**config.mk**
```make
export PLATFORM = sky130hd
export DESIGN_NAME = mns_in_stage
export DESIGN_NICKNAME = d
export VERILOG_FILES = /design/src/hw/rtl/mns_pkg.sv /design/src/hw/rtl/mns_in_stage.sv
export SDC_FILE = /design/constraint.sdc
export NUM_CORES = 1
export LEC_CHECK = 0
export ABC_AREA = 1
export BUFFER_PORTS_ARGS = -buffer_cell sky130_fd_sc_hd__buf_2
export CAP_MARGIN = 5
export CORE_MARGIN = 8
export CORE_UTILIZATION = 25
export CTS_BUF_LIST = sky130_fd_sc_hd__clkbuf_16
export CTS_CLUSTER_SIZE = 16
export DETAILED_ROUTE_END_ITERATION = 8
export GPL_TIMING_DRIVEN = 1
export PLACE_DENSITY = 0.62
export SKIP_LAST_GASP = 1
export SYNTH_ARGS = -nofsm -noshare
export SYNTH_HDL_FRONTEND = slang
export SYNTH_SLANG_ARGS = --single-unit
export TNS_END_PERCENT = 30
```
**constraint.sdc**
```tcl
create_clock -name clk -period 3.6 [get_ports clk]
set_input_delay 0.18 -clock clk [delete_from_list [all_inputs] [get_ports clk]]
set_output_delay 0.18 -clock clk [all_outputs]
set_load 0.1 [all_outputs]
```
**src/hw/rtl/mns_pkg.sv**
```systemverilog
// Package for the melody note sequencer: beat payload types, command codes,
// the built-in melody note table and the melody start table. No dependencies.
`default_nettype none

package mns_pkg;

  localparam int MELODY_ROM_DEPTH = 64;

  localparam logic [1:0] MODE_TICK  = 2'd0;
  localparam logic [1:0] MODE_FREQ  = 2'd1;
  localparam logic [1:0] MODE_SOUND = 2'd2;
  localparam logic [1:0] MODE_STOP  = 2'd3;

  localparam logic [3:0] SOUND_COUNT = 4'd8;
  localparam logic [15:0] FREQ_MAX   = 16'hFFFF;
  localparam logic [15:0] DUR_MIN    = 16'd4;

  typedef struct packed {
    logic [1:0]         mode;
    logic signed [15:0] freq;
    logic signed [15:0] duration;
    logic [3:0]         sound_number;
    logic               loop;
  } cmd_t;

  typedef struct packed {
    logic        tone_load;
    logic [15:0] tone_freq;
    logic        fill_buffer;
    logic        finished;
    logic        rejected;
    logic        playing;
  } res_t;

  typedef struct packed {
    logic [15:0] f;
    logic [15:0] d;
  } note_t;

  // Built-in note table; entries past the last melody and past the ROM depth
  // read as a zero note, which ends a melody.
  function automatic note_t rom_note(logic [7:0] idx);
    note_t n;
    n = '0;
    if (int'(idx) < MELODY_ROM_DEPTH) begin
      case (idx)
        8'd0:  n = '{16'd3400, 16'd12};
        8'd1:  n = '{16'd4400, 16'd6};
        8'd2:  n = '{16'd5100, 16'd6};
        8'd3:  n = '{16'd6400, 16'd6};
        8'd4:  n = '{16'd7800, 16'd6};
        8'd6:  n = '{16'd7800, 16'd12};
        8'd7:  n = '{16'd6400, 16'd6};
        8'd8:  n = '{16'd5100, 16'd6};
        8'd9:  n = '{16'd4400, 16'd6};
        8'd10: n = '{16'd3400, 16'd6};
        8'd12: n = '{16'd1100, 16'd6};
        8'd13: n = '{16'd2200, 16'd6};
        8'd15: n = '{16'd3300, 16'd6};
        8'd16: n = '{16'd4400, 16'd12};
        8'd17: n = '{16'd6600, 16'd6};
        8'd19: n = '{16'(20280 / 2), 16'd1};
        8'd20: n = '{16'(17750 / 2), 16'd1};
        8'd21: n = '{16'(14650 / 2), 16'd1};
        8'd22: n = '{16'(12790 / 2), 16'd1};
        8'd23: n = '{16'(25690 / 2), 16'd1};
        8'd24: n = '{16'(23140 / 2), 16'd1};
        8'd25: n = '{16'(20620 / 2), 16'd1};
        8'd26: n = '{16'(19920 / 2), 16'd1};
        8'd27: n = '{16'(17790 / 2), 16'd1};
        8'd28: n = '{16'(12790 / 2), 16'd1};
        8'd29: n = '{16'(26110 / 2), 16'd1};
        8'd30: n = '{16'(16780 / 2), 16'd1};
        8'd31: n = '{16'(24300 / 2), 16'd1};
        8'd32: n = '{16'(23640 / 2), 16'd1};
        8'd33: n = '{16'(22940 / 2), 16'd1};
        8'd34: n = '{16'(29690 / 2), 16'd1};
        8'd36: n = '{16'd6600, 16'd4};
        8'd37: n = '{16'd2750, 16'd4};
        8'd39: n = '{16'd4400, 16'd6};
        8'd40: n = '{16'd5500, 16'd6};
        8'd42: n = '{16'd4400, 16'd6};
        8'd43: n = '{16'd5500, 16'd6};
        8'd44: n = '{16'd6600, 16'd6};
        default: n = '0;
      endcase
    end
    return n;
  endfunction

  // First note of each built-in melody, indexed by sound number minus one.
  function automatic logic [7:0] melody_base(logic [2:0] sel);
    logic [7:0] b;
    case (sel)
      3'd0:    b = 8'd0;
      3'd1:    b = 8'd6;
      3'd2:    b = 8'd12;
      3'd3:    b = 8'd15;
      3'd4:    b = 8'd19;
      3'd5:    b = 8'd36;
      3'd6:    b = 8'd39;
      default: b = 8'd42;
    endcase
    return b;
  endfunction

endpackage

`default_nettype wire

```
**src/hw/rtl/mns_in_stage.sv**
```systemverilog
// Input register of the melody note sequencer: holds one command beat
// until the sequencer core takes it. Depends on mns_pkg.
`default_nettype none

module mns_in_stage (
  input  wire logic        clk,
  input  wire logic        rst,
  input  wire logic        in_valid,
  output logic             in_ready,
  input  wire mns_pkg::cmd_t in_item,
  output logic             cmd_valid,
  output mns_pkg::cmd_t    cmd,
  input  wire logic        take
);
  import mns_pkg::*;

  assign in_ready = !cmd_valid || take;

  always_ff @(posedge clk) begin
    if (rst) begin
      cmd_valid <= 1'b0;
    end else if (in_ready) begin
      cmd_valid <= in_valid;
    end
    if (in_ready && in_valid) begin
      cmd <= in_item;
    end
  end

endmodule

`default_nettype wire

```
==> run metrics <==
# rows 25; Lkg Pwr 0.7989 nW; top-area cell type share of the netlist area 96.10%; total wire length 3.072 mm; PD cells 646.3 mW/mm^2; GP Congestion 0.6779; H-tree Lvls 2; via/cell ratio 3.827; critical path launch point type flop; die footprint 0.007365 mm^2; initial antenna violation count 0; Distinct cells, synth 7; gr usage total 8.315%; endpoints failing hold 0; CTS clk-pin slew, worst paths 0.05 ns; Worst-Margin Slew 1.223 ns; Cell Chain, Critical Path a21oi_4; Synth Cell Area 0.001219 mm^2; first-pass GRT wire length 4.567 mm; CP endpoint kind flop; Layout Nets 178; Seq/Total Area, Yosys 97.74%; I/O pins 84; core outline area 0.004723 mm^2; clock sink count 40; commonest non-fill, non-tap cells in the layout buf_2 (83), edfxtp_1 (39), clkbuf_16 (5); Finished Layout Cells 202; Mean Syn Cell Area 27.08 um^2; syn nets 88; largest area contributor in the netlist edfxtp_1; Congestion Overflow GR 0; Inst Count DP 195; DRC Markers 0; Slowest-stage cell, CP a21oi_4; Yosys warnings 0; CP max stage delay 0.94 ns; clk root buf clkbuf_16; IO Port Bufs 83; DR WL/cell 15.21 um; number of routed nets with antenna violations 0; WP data required 3.48 ns; maximum vdd ir drop 0.0003084 V; clock skew 0.002471 ns; Initial Utilization 25.80%; RSZ-0062 raised after global routing false; # diodes 0; max-slew violation count 0; fin crit period 1.699 ns; CTS tree yes; Mapped Cells 45; most common cell after layout, fill and taps aside buf_2; worst min-delay path class in -> reg; largest net degree at the start of global routing 40; crit path buf inv count 0; hold slack 0.06237 ns; TritonCTS Buffers 5; 1st-iter DRT viols 22; vias in the first global route 866; CTS hold repair buffers 0; later-pin clock latency in the skew report 0.27 ns; area grow syn2layout 52.87%; Initial DRT Pass Iterations 4; Final setup viols 0; Clock Path Buffers 2; Die X 85.82 um; outcome finished clean; Top delay family on crit path compound AO/OA/AOI/OAI gates; f_max 588.7 MHz; Max FO, Critical Path 39; Core Util, Final 39.44%; vias 773; Pwr Total 0.001204 W; FF+latch count, synth 40; Post-CTS Resized 0; Slew HR 18.31%; Data arrival, critical path 1.58 ns; cell types occupying the most area after synthesis edfxtp_1 (96%), dfxtp_1 (1.6%), a21oi_2 (0.72%), nand2_2 (0.51%), a21oi_1 (0.41%); Max-cap violations 0; share of post-route cells with drive strength above 1 68.89%; postcts setup bufs 0; final period utilization 47.19%; Die H 85.82 um; Fin Setup TNS 0 ns; Worst Setup Path Type reg -> reg
-- synthesized netlist by cell type (all sizes together) --
library cell,number
a21oi,2
dfxtp,1
edfxtp,39
inv,2
nand2,1
-- final timing paths --
path	from	slack, ns	depth (start not counted)	end
worst min-delay path	rst	0.06	2	cmd_valid
worst min register to register	cmd_valid	0.52	2	cmd_valid
worst max register to register	cmd_valid	1.90	1	cmd[9]
worst max-delay path	cmd_valid	1.90	1	cmd[9]
-- power breakdown --
group / switching (W) / total [W] / internal [W] / leakage [nW]
registers: 0.00000677 / 0.000551 / 0.000545 / 0.386
logic: 0.000223 / 0.000257 / 0.0000340 / 0.342
clock network: 0.000148 / 0.000396 / 0.000248 / 0.0709
total: 0.000377 / 0.00120 / 0.000827 / 0.799
-- cells by family after synthesis --
group,share of synthesized area [%]
DFF,97.74
and+or+nand+nor,0.5137
AOI/OAI and AO/OA,1.129
buffers and inverters,0.6154
-- registers in the layout, indices dropped and copies added, names as in the netlist --
name,cells
cmd,39
cmd_valid,1
-- cell type report --
| type | instances | area (um^2) |
|---|---|---|
| Clock buffer | 5 | 125.1 |
| Clock inverter | 2 | 8.758 |
| Fill cell | 451 | 2860 |
| Inverter | 2 | 7.507 |
| Multi-Input combinational cell | 3 | 31.28 |
| Sequential cell | 40 | 1191 |
| Tap cell | 67 | 83.83 |
| Timing Repair Buffer | 83 | 415.4 |
-- routing by layer --
metal  share of wire (%)  up-vias  GRT usage, %
met5                   0        -             0
met4                 1.1        0         3.503
met3                  14        4         5.540
met2                  50       58         14.10
met1                  35      357         7.634
li1                    -      354             -
-- per-stage QoR --
stage | setup slack, ns | area (um^2)
2_1_floorplan | 0.3980 | 1219
3_3_place_gp | 1.956 | 1729
3_5_place_dp | 1.881 | 1729
4_1_cts | 1.879 | 1863
5_1_grt | 1.748 | 1863
6_report | 1.901 | 1863
No activity file was read; power rests on OpenSTA's default activity.
